--- src/hldmq_pkg.sv ---
// package: shared types, constants and codes of the hit list queue
`default_nettype none

package hldmq_pkg;

    localparam int DEPTH_DEFAULT = 16;

    localparam int DIST_W  = 32;
    localparam int UV_W    = 17;
    localparam int TAG_W   = 8;
    localparam int ORDER_W = 32;
    localparam int STAT_W  = 3;

    // tdata: distance, u, v, tag from the lowest bit, padded to whole bytes
    localparam int PAYLOAD_W = DIST_W + 2 * UV_W + TAG_W;
    localparam int TDATA_W   = ((PAYLOAD_W + 7) / 8) * 8;

    localparam int CFG_W       = 32;
    localparam int CFG_INDEX_W = 1;

    localparam logic [CFG_INDEX_W-1:0] REG_DIST_TOL = 1'b0;
    localparam logic [CFG_INDEX_W-1:0] REG_UV_TOL   = 1'b1;

    localparam logic [DIST_W-1:0] DIST_TOL_RESET = 32'd33;
    localparam logic [UV_W-1:0]   UV_TOL_RESET   = 17'd7;

    localparam logic OP_INSERT = 1'b0;
    localparam logic OP_POP    = 1'b1;

    typedef enum logic [STAT_W-1:0] {
        STATUS_INSERTED  = 3'd0,
        STATUS_DUPLICATE = 3'd1,
        STATUS_FULL      = 3'd2,
        STATUS_POPPED    = 3'd3,
        STATUS_EMPTY     = 3'd4
    } status_t;

    typedef enum logic [1:0] {
        ST_IDLE,
        ST_SCAN,
        ST_FINISH
    } state_t;

    // one stored hit, as it sits in the entry memory
    typedef struct packed {
        logic [ORDER_W-1:0] order;
        logic [TAG_W-1:0]   surface;
        logic [UV_W-1:0]    v;
        logic [UV_W-1:0]    u;
        logic [DIST_W-1:0]  distance;
    } entry_t;

    localparam int ENTRY_W = $bits(entry_t);

    // verdict of the compare unit on one stored entry
    typedef struct packed {
        logic dup;     // entry within tolerance in distance, u or v
        logic better;  // entry beats the current pop candidate
    } cmp_flags_t;

endpackage

`default_nettype wire

--- src/hldmq_ram.sv ---
// generic single-port-write, single-port-read ram with registered read data
`default_nettype none

module hldmq_ram #(
    parameter int WIDTH = 8,
    parameter int DEPTH = 16
) (
    input  wire logic                     aclk,
    input  wire logic                     we,
    input  wire logic [$clog2(DEPTH)-1:0] waddr,
    input  wire logic [WIDTH-1:0]         wdata,
    input  wire logic [$clog2(DEPTH)-1:0] raddr,
    output logic      [WIDTH-1:0]         rdata
);

    logic [WIDTH-1:0] mem [DEPTH];

    always_ff @(posedge aclk) begin
        if (we) begin
            mem[waddr] <= wdata;
        end
        rdata <= mem[raddr];
    end

endmodule

`default_nettype wire

--- src/hldmq_cmp.sv ---
// compare unit: duplicate test against the hit and min test against the pop candidate
`default_nettype none

module hldmq_cmp (
    input  wire logic [hldmq_pkg::DIST_W-1:0]  hit_distance,
    input  wire logic [hldmq_pkg::UV_W-1:0]    hit_u,
    input  wire logic [hldmq_pkg::UV_W-1:0]    hit_v,
    input  wire logic [hldmq_pkg::DIST_W-1:0]  dist_tol,
    input  wire logic [hldmq_pkg::UV_W-1:0]    uv_tol,
    input  wire hldmq_pkg::entry_t             entry,
    input  wire logic                          best_found,
    input  wire logic [hldmq_pkg::DIST_W-1:0]  best_distance,
    input  wire logic [hldmq_pkg::ORDER_W-1:0] best_order,
    output hldmq_pkg::cmp_flags_t              flags
);

    localparam int DD_W = hldmq_pkg::DIST_W + 1;
    localparam int UD_W = hldmq_pkg::UV_W + 1;

    logic [DD_W-1:0] d_diff, d_abs;
    logic [UD_W-1:0] u_diff, u_abs, v_diff, v_abs;
    logic            d_near, u_near, v_near;
    logic            d_less, d_equal;

    always_comb begin
        // sign-extended distance difference fits 33 bits, magnitude too
        d_diff = {hit_distance[hldmq_pkg::DIST_W-1], hit_distance}
               - {entry.distance[hldmq_pkg::DIST_W-1], entry.distance};
        d_abs  = d_diff[DD_W-1] ? (~d_diff + DD_W'(1)) : d_diff;
        u_diff = {1'b0, hit_u} - {1'b0, entry.u};
        u_abs  = u_diff[UD_W-1] ? (~u_diff + UD_W'(1)) : u_diff;
        v_diff = {1'b0, hit_v} - {1'b0, entry.v};
        v_abs  = v_diff[UD_W-1] ? (~v_diff + UD_W'(1)) : v_diff;

        d_near = d_abs < {1'b0, dist_tol};
        u_near = u_abs < {1'b0, uv_tol};
        v_near = v_abs < {1'b0, uv_tol};

        d_less  = $signed(entry.distance) < $signed(best_distance);
        d_equal = entry.distance == best_distance;

        flags.dup    = d_near | u_near | v_near;
        flags.better = !best_found | d_less | (d_equal & (entry.order > best_order));
    end

endmodule

`default_nettype wire

--- src/hit_list_dedup_min_queue_unit.sv ---
// top level: hit store with tolerance dedup on insert and nearest-hit pop
// items are handled one at a time: a new beat is taken only in idle, after the
//   scan of the entry ram, one stored entry read and compared per cycle, and
//   after the result has been placed in the output register
// reset: aresetn low clears the valid bits, sequence stamp, fsm, output beat and
//   restores the tolerance registers; the entry ram itself needs no clearing
`default_nettype none

module hit_list_dedup_min_queue_unit #(
    parameter int DEPTH = hldmq_pkg::DEPTH_DEFAULT
) (
    input  wire logic                                aclk,
    input  wire logic                                aresetn,
    // configuration write port
    input  wire logic                                cfg_wr_en,
    input  wire logic [hldmq_pkg::CFG_INDEX_W-1:0]   cfg_wr_index,
    input  wire logic [hldmq_pkg::CFG_W-1:0]         cfg_wr_data,
    // input beats
    input  wire logic                                s_tvalid,
    output logic                                     s_tready,
    // hit_distance [31:0], hit_u [48:32], hit_v [65:49], surface_tag [73:66]
    input  wire logic [hldmq_pkg::TDATA_W-1:0]       s_tdata,
    // operation [0]
    input  wire logic                                s_tuser,
    // result beats
    output logic                                     m_tvalid,
    input  wire logic                                m_tready,
    // out_distance [31:0], out_u [48:32], out_v [65:49], out_surface [73:66]
    output logic [hldmq_pkg::TDATA_W-1:0]            m_tdata,
    // status [2:0]
    output logic [hldmq_pkg::STAT_W-1:0]             m_tuser
);

    localparam int AW = $clog2(DEPTH);
    localparam int CW = $clog2(DEPTH + 1);
    localparam int DW = hldmq_pkg::DIST_W;
    localparam int UW = hldmq_pkg::UV_W;
    localparam int TW = hldmq_pkg::TAG_W;
    localparam int OW = hldmq_pkg::ORDER_W;

    // tolerance registers
    logic [DW-1:0] dist_tol_reg;
    logic [UW-1:0] uv_tol_reg;

    // latched input beat
    logic          op_reg;
    logic [DW-1:0] hit_dist_reg;
    logic [UW-1:0] hit_u_reg;
    logic [UW-1:0] hit_v_reg;
    logic [TW-1:0] hit_tag_reg;

    // per-entry valid bits and insert stamp
    logic [DEPTH-1:0] valid_reg;
    logic [OW-1:0]    seq_reg;

    // scan counter: issues read at cnt, evaluates ram data of cnt-1
    logic [CW-1:0] cnt_reg;
    logic [AW-1:0] eval_idx;
    logic          eval_en;
    logic          scan_done;

    // scan accumulators
    logic          dup_reg;
    logic          free_found_reg;
    logic [AW-1:0] free_idx_reg;
    logic          best_found_reg;
    logic [AW-1:0] best_idx_reg;
    hldmq_pkg::entry_t best_reg;

    // output beat register
    logic                         m_tvalid_reg;
    logic [hldmq_pkg::STAT_W-1:0] m_status_reg;
    logic [hldmq_pkg::TDATA_W-1:0] m_data_reg;

    hldmq_pkg::state_t     state_reg, state_next;
    hldmq_pkg::entry_t     rd_entry, wr_entry;
    hldmq_pkg::cmp_flags_t flags;
    logic                  commit;
    logic                  ram_we;
    logic                  out_free;
    logic                  in_beat;

    assign in_beat  = s_tvalid & s_tready;
    assign out_free = !m_tvalid_reg | m_tready;
    assign eval_idx = AW'(cnt_reg - CW'(1));
    assign eval_en  = (state_reg == hldmq_pkg::ST_SCAN) && (cnt_reg != '0);
    assign scan_done = cnt_reg == CW'(DEPTH);

    // a stored entry is only written at the end of an item, after its scan,
    // so a read never meets a write to the same entry in flight
    assign ram_we = commit && (op_reg == hldmq_pkg::OP_INSERT) && !dup_reg && free_found_reg;

    assign wr_entry = '{order:    seq_reg,
                        surface:  hit_tag_reg,
                        v:        hit_v_reg,
                        u:        hit_u_reg,
                        distance: hit_dist_reg};

    hldmq_ram #(
        .WIDTH (hldmq_pkg::ENTRY_W),
        .DEPTH (DEPTH)
    ) u_entry_ram (
        .aclk  (aclk),
        .we    (ram_we),
        .waddr (free_idx_reg),
        .wdata (wr_entry),
        .raddr (cnt_reg[AW-1:0]),
        .rdata (rd_entry)
    );

    hldmq_cmp u_cmp (
        .hit_distance  (hit_dist_reg),
        .hit_u         (hit_u_reg),
        .hit_v         (hit_v_reg),
        .dist_tol      (dist_tol_reg),
        .uv_tol        (uv_tol_reg),
        .entry         (rd_entry),
        .best_found    (best_found_reg),
        .best_distance (best_reg.distance),
        .best_order    (best_reg.order),
        .flags         (flags)
    );

    // fsm: idle takes a beat, scan walks the ram, finish waits for the output slot
    always_ff @(posedge aclk) begin
        if (!aresetn) begin
            state_reg <= hldmq_pkg::ST_IDLE;
        end else begin
            state_reg <= state_next;
        end
    end

    always_comb begin
        state_next = state_reg;
        s_tready   = 1'b0;
        commit     = 1'b0;
        case (state_reg)
            hldmq_pkg::ST_IDLE: begin
                s_tready = 1'b1;
                if (s_tvalid) begin
                    state_next = hldmq_pkg::ST_SCAN;
                end
            end
            hldmq_pkg::ST_SCAN: begin
                if (scan_done) begin
                    state_next = hldmq_pkg::ST_FINISH;
                end
            end
            hldmq_pkg::ST_FINISH: begin
                if (out_free) begin
                    commit     = 1'b1;
                    state_next = hldmq_pkg::ST_IDLE;
                end
            end
            default: begin
                state_next = hldmq_pkg::ST_IDLE;
            end
        endcase
    end

    // configuration writes
    always_ff @(posedge aclk) begin
        if (!aresetn) begin
            dist_tol_reg <= hldmq_pkg::DIST_TOL_RESET;
            uv_tol_reg   <= hldmq_pkg::UV_TOL_RESET;
        end else if (cfg_wr_en) begin
            case (cfg_wr_index)
                hldmq_pkg::REG_DIST_TOL: dist_tol_reg <= cfg_wr_data[DW-1:0];
                hldmq_pkg::REG_UV_TOL:   uv_tol_reg   <= cfg_wr_data[UW-1:0];
                default: begin
                end
            endcase
        end
    end

    // input latch
    always_ff @(posedge aclk) begin
        if (in_beat) begin
            op_reg       <= s_tuser;
            hit_dist_reg <= s_tdata[DW-1:0];
            hit_u_reg    <= s_tdata[DW +: UW];
            hit_v_reg    <= s_tdata[DW+UW +: UW];
            hit_tag_reg  <= s_tdata[DW+2*UW +: TW];
        end
    end

    // scan counter
    always_ff @(posedge aclk) begin
        if (!aresetn) begin
            cnt_reg <= '0;
        end else if (in_beat) begin
            cnt_reg <= '0;
        end else if (state_reg == hldmq_pkg::ST_SCAN && !scan_done) begin
            cnt_reg <= cnt_reg + CW'(1);
        end
    end

    // accumulators: duplicate flag, lowest free slot, pop candidate
    always_ff @(posedge aclk) begin
        if (!aresetn) begin
            dup_reg        <= 1'b0;
            free_found_reg <= 1'b0;
            best_found_reg <= 1'b0;
        end else if (in_beat) begin
            dup_reg        <= 1'b0;
            free_found_reg <= 1'b0;
            best_found_reg <= 1'b0;
        end else if (eval_en) begin
            if (valid_reg[eval_idx]) begin
                if (flags.dup) begin
                    dup_reg <= 1'b1;
                end
                if (flags.better) begin
                    best_found_reg <= 1'b1;
                end
            end else if (!free_found_reg) begin
                free_found_reg <= 1'b1;
            end
        end
    end

    always_ff @(posedge aclk) begin
        if (eval_en) begin
            if (valid_reg[eval_idx] && flags.better) begin
                best_idx_reg <= eval_idx;
                best_reg     <= rd_entry;
            end
            if (!valid_reg[eval_idx] && !free_found_reg) begin
                free_idx_reg <= eval_idx;
            end
        end
    end

    // valid bits and insert stamp
    always_ff @(posedge aclk) begin
        if (!aresetn) begin
            valid_reg <= '0;
            seq_reg   <= '0;
        end else if (commit) begin
            if (ram_we) begin
                valid_reg[free_idx_reg] <= 1'b1;
                seq_reg                 <= seq_reg + OW'(1);
            end else if (op_reg == hldmq_pkg::OP_POP && best_found_reg) begin
                valid_reg[best_idx_reg] <= 1'b0;
            end
        end
    end

    // output beat register, payload zero unless popped
    always_ff @(posedge aclk) begin
        if (!aresetn) begin
            m_tvalid_reg <= 1'b0;
        end else if (commit) begin
            m_tvalid_reg <= 1'b1;
        end else if (m_tready) begin
            m_tvalid_reg <= 1'b0;
        end
    end

    always_ff @(posedge aclk) begin
        if (commit) begin
            m_data_reg <= '0;
            if (op_reg == hldmq_pkg::OP_INSERT) begin
                if (dup_reg) begin
                    m_status_reg <= hldmq_pkg::STATUS_DUPLICATE;
                end else if (!free_found_reg) begin
                    m_status_reg <= hldmq_pkg::STATUS_FULL;
                end else begin
                    m_status_reg <= hldmq_pkg::STATUS_INSERTED;
                end
            end else if (best_found_reg) begin
                m_status_reg <= hldmq_pkg::STATUS_POPPED;
                m_data_reg   <= hldmq_pkg::TDATA_W'({best_reg.surface, best_reg.v,
                                                     best_reg.u, best_reg.distance});
            end else begin
                m_status_reg <= hldmq_pkg::STATUS_EMPTY;
            end
        end
    end

    assign m_tvalid = m_tvalid_reg;
    assign m_tdata  = m_data_reg;
    assign m_tuser  = m_status_reg;

endmodule

`default_nettype wire
--- config.mk ---
export PLATFORM = sky130hd
export DESIGN_NAME = hit_list_dedup_min_queue_unit
export DESIGN_NICKNAME = d
export VERILOG_FILES = /design/src/hldmq_pkg.sv /design/src/hldmq_ram.sv /design/src/hldmq_cmp.sv /design/src/hit_list_dedup_min_queue_unit.sv
export SDC_FILE = /design/constraint.sdc
export NUM_CORES = 2
export LEC_CHECK = 0
export BUFFER_PORTS_ARGS = -buffer_cell sky130_fd_sc_hd__buf_2
export CAP_MARGIN = 20
export CORE_ASPECT_RATIO = 1.25
export CORE_MARGIN = 2
export CORE_UTILIZATION = 39
export CTS_CLUSTER_DIAMETER = 80
export DETAILED_ROUTE_END_ITERATION = 16
export HOLD_SLACK_MARGIN = 0.12
export SYNTH_ARGS = -nofsm -noshare
export SYNTH_HDL_FRONTEND = slang
export SYNTH_SLANG_ARGS = --single-unit
--- constraint.sdc ---
create_clock -name aclk -period 18.6 [get_ports aclk]
set_clock_uncertainty 0.05 [all_clocks]
set_input_delay 0.93 -clock aclk [delete_from_list [all_inputs] [get_ports aclk]]
set_output_delay 0.93 -clock aclk [all_outputs]
set_load 0.005 [all_outputs]
==> reports/qor.txt <==
Synth Instances = 4512
post-DR vias/cell = 5.45
final period utilization = 0.360
met2 Use GR = 0.309
IO Pins = 204
Net Sw Frac = 0.220
largest net degree at the start of global routing = 129
postcts setup bufs = 0
DRC Markers = 0
DIE HEIGHT = 532 um
GR peak layer = met2
NumNets Final = 5137
TritonCTS Buffers = 208
IO buf count = 191
post-route design area = 98400 sq um
Die Width = 426 um
asr flop ratio synth = 0
number of cells after detailed placement = 7530
# hold bufs at CTS = 0
global routing usage on met3 = 0.0230
Die Area = 227000 sq um
GPL Wtd Cong = 0.882
setup TNS = 0 ps
DRT Pass-1 Iters = 6
total gr overflow = 0
Largest register FFs = 1696
# rows = 193
P_sw = 0.00227 W
syn avg cell area = 19.3 sq um
vias in the first global route = 44200
CTS tree = done
clk root buf = clkbuf_16
crit path time final = 6700 ps
cells along the critical path = inv_1 > ha_1 > fa_1 > nand2b_1 > a211oi_2 > o21ai_1 > a2111oi_4 > o21a_1 > o21ai_0 > nand4b_1 > o21a_1 > nor2_1 > xnor2_1 > ha_1 > o21a_1 > o21ai_0 > a21oi_1 > o221ai_1 > a2111oi_0 > o311ai_0 > nand3_1 > a41oi_1 > or3_1
GR Util All Layers = 0.183
commonest non-fill, non-tap cells in the layout = 1962 x edfxtp_1, 535 x mux4_2, 212 x clkbuf_16
worst hold path type = input pin to flop
overall power = 0.0103 W
sequential area share after synthesis = 0.728
Max-cap violations = 0
clk sinks = 2176
worst slew pin tran = 1130 ps
startpoint types = flop
vias = 43200
H-tree Lvls = 4
CP most frequent cell = o21a_1
initial antenna violation count = 6
Area Growth Syn to Fin = 13.3%
YS warnings = 0
Post-synth EDFFs = 1962
Gate power share = 0.064
critical-path maximum fanout = 17
placed inst area = 91600 sq um
Fin. Hold Viols = 0
RSZ-0062 raised after global routing = false
ys flop type = edfxtp_1
commonest non-fill, non-tap cell in the layout = edfxtp_1
post-synthesis cell area = 86900 sq um
total wire length = 208 mm
fin cells = 7927
max incr delay on CP = 660 ps
GRT met1 Usage = 0.250
Crit Path Class = flop to flop
routed len/inst = 26.2 um
Reg power frac = 0.526
#FFs+latches synth = 2176
Crit path max-delay family = compound AO/OA/AOI/OAI gates
Arr. time, crit path = 7430 ps
internal power = 0.00805 W
Core ar. = 221000 sq um
Unique masters post-synth = 88
status = finished, final reports clean
layout cell share with drive strength beyond 1 = 0.236
HPWL Detailed = 117 mm
first-pass GRT wire length = 303 mm
Leak = 33.3 nW
initial core utilization = 0.392
Worst Path Required = 19340 ps
slowest CP cell = a41oi_1
Pwr Density = 105 nW/um^2
Achievable Freq = 149 MHz
share of total power in the clock network = 0.410
maximum clock path buffer count = 3
Rel. slew slack = 0.244
max-slew violation count = 0
Antenna Nets Post-Route = 0
Crit. End Element = flop
Buf/Inv on CP = 1
# resized after CTS = 0
Clk Latency, worst-skew pair = 860 ps
DR iter-0 viols = 3940
Max VDD drop = 0.000106 V
clock slew at reported path FFs = 60 ps
Setup Viol. Count Final = 0
## cell families (layout without fill, tap and decap cells)
kind of cell / Yosys count / count (layout) / share of synthesized area
flip-flops: 2176 / 2176 / 0.728
multiplexers: 544 / 544 / 0.140
XOR/XNOR: 142 / 142 / 0.0147
buffers and inverters: 385 / 866 / 0.0171
AND/OR/NAND/NOR: 625 / 625 / 0.0362
adder cells (fa/ha/maj): 203 / 203 / 0.0295
AO/OA/AOI/OAI: 436 / 436 / 0.0352
other: 1 / 10 / 0.0000432
## metrics by stage
step                hold slack, ps  setup WS (ps)  utilization
global placement               339          12030        0.413
CTS                            123          12060        0.444
finish                         196          11900        0.444
detailed placement             339          12080        0.413
global route                   156          11620        0.444
floorplan                      336           4860            -
## Yosys cell counts (8+ instances only)
cell type / number / share of area
o21a_1: 30 / 0.0026
nor2b_1: 22 / 0.0016
o221a_2: 15 / 0.0019
a21oi_1: 89 / 0.0051
edfxtp_1: 1962 / 0.68
and4_1: 8 / 0.00081
dfxtp_1: 214 / 0.049
ha_1: 200 / 0.029
inv_1: 205 / 0.0089
o21ai_0: 73 / 0.0042
nor2_1: 133 / 0.0057
o31ai_1: 10 / 0.00086
buf_2: 8 / 0.00046
o211ai_1: 14 / 0.0012
a31oi_1: 9 / 0.00065
o21ai_1: 8 / 0.00046
and3_1: 59 / 0.0042
a21o_1: 56 / 0.0048
xnor2_1: 96 / 0.0097
nand2b_1: 26 / 0.0019
nor3_1: 25 / 0.0014
nand4_1: 24 / 0.0017
buf_1: 42 / 0.0018
buf_4: 8 / 0.00069
and2_1: 35 / 0.0025
xor2_1: 43 / 0.0043
a211oi_1: 14 / 0.0012
nand3_1: 37 / 0.0021
clkbuf_1: 122 / 0.0053
mux4_2: 535 / 0.14
or3_1: 18 / 0.0013
nand2_1: 199 / 0.0086
a21boi_0: 54 / 0.0047
## final timing paths
kind | startpoint | to | slack [ps] | depth (start not counted)
min | s_tdata[3] | hit_dist_reg[3] | 200 | 1
min reg2reg | u_entry_ram.rdata[71] | best_reg[71] | 350 | 0
max reg2reg | hit_dist_reg[0] | dup_reg | 11900 | 23
max | hit_dist_reg[0] | dup_reg | 11900 | 23
## power by group through the flow
stage	logic (W)	registers, W	clock network [W]
after floorplan	0.000497	0.00550	0
after global placement	0.000656	0.00553	0
after detailed placement	0.000660	0.00554	0
after CTS	0.000664	0.00543	0.00432
after global routing	0.000732	0.00544	0.00450
final	0.000656	0.00543	0.00423
## layer usage
metal / vias up / share of wire
met5: - / 0.000058
met4: 2 / 0.020
met3: 256 / 0.049
met2: 1190 / 0.50
met1: 23000 / 0.43
li1: 18700 / -
## area by class of cell
| class | count | area, sq um |
|---|---|---|
| fillers | 18800 | 123000 |
| flip-flops and latches | 2176 | 63200 |
| multi-input cells | 1956 | 22300 |
| clock buffers | 290 | 5750 |
| well taps | 2925 | 3660 |
| repair buffers | 268 | 1570 |
| clock inverters | 103 | 1100 |
| inverters | 205 | 769 |
| diodes | 4 | 10.0 |
(Power assumes the default switching activity.)
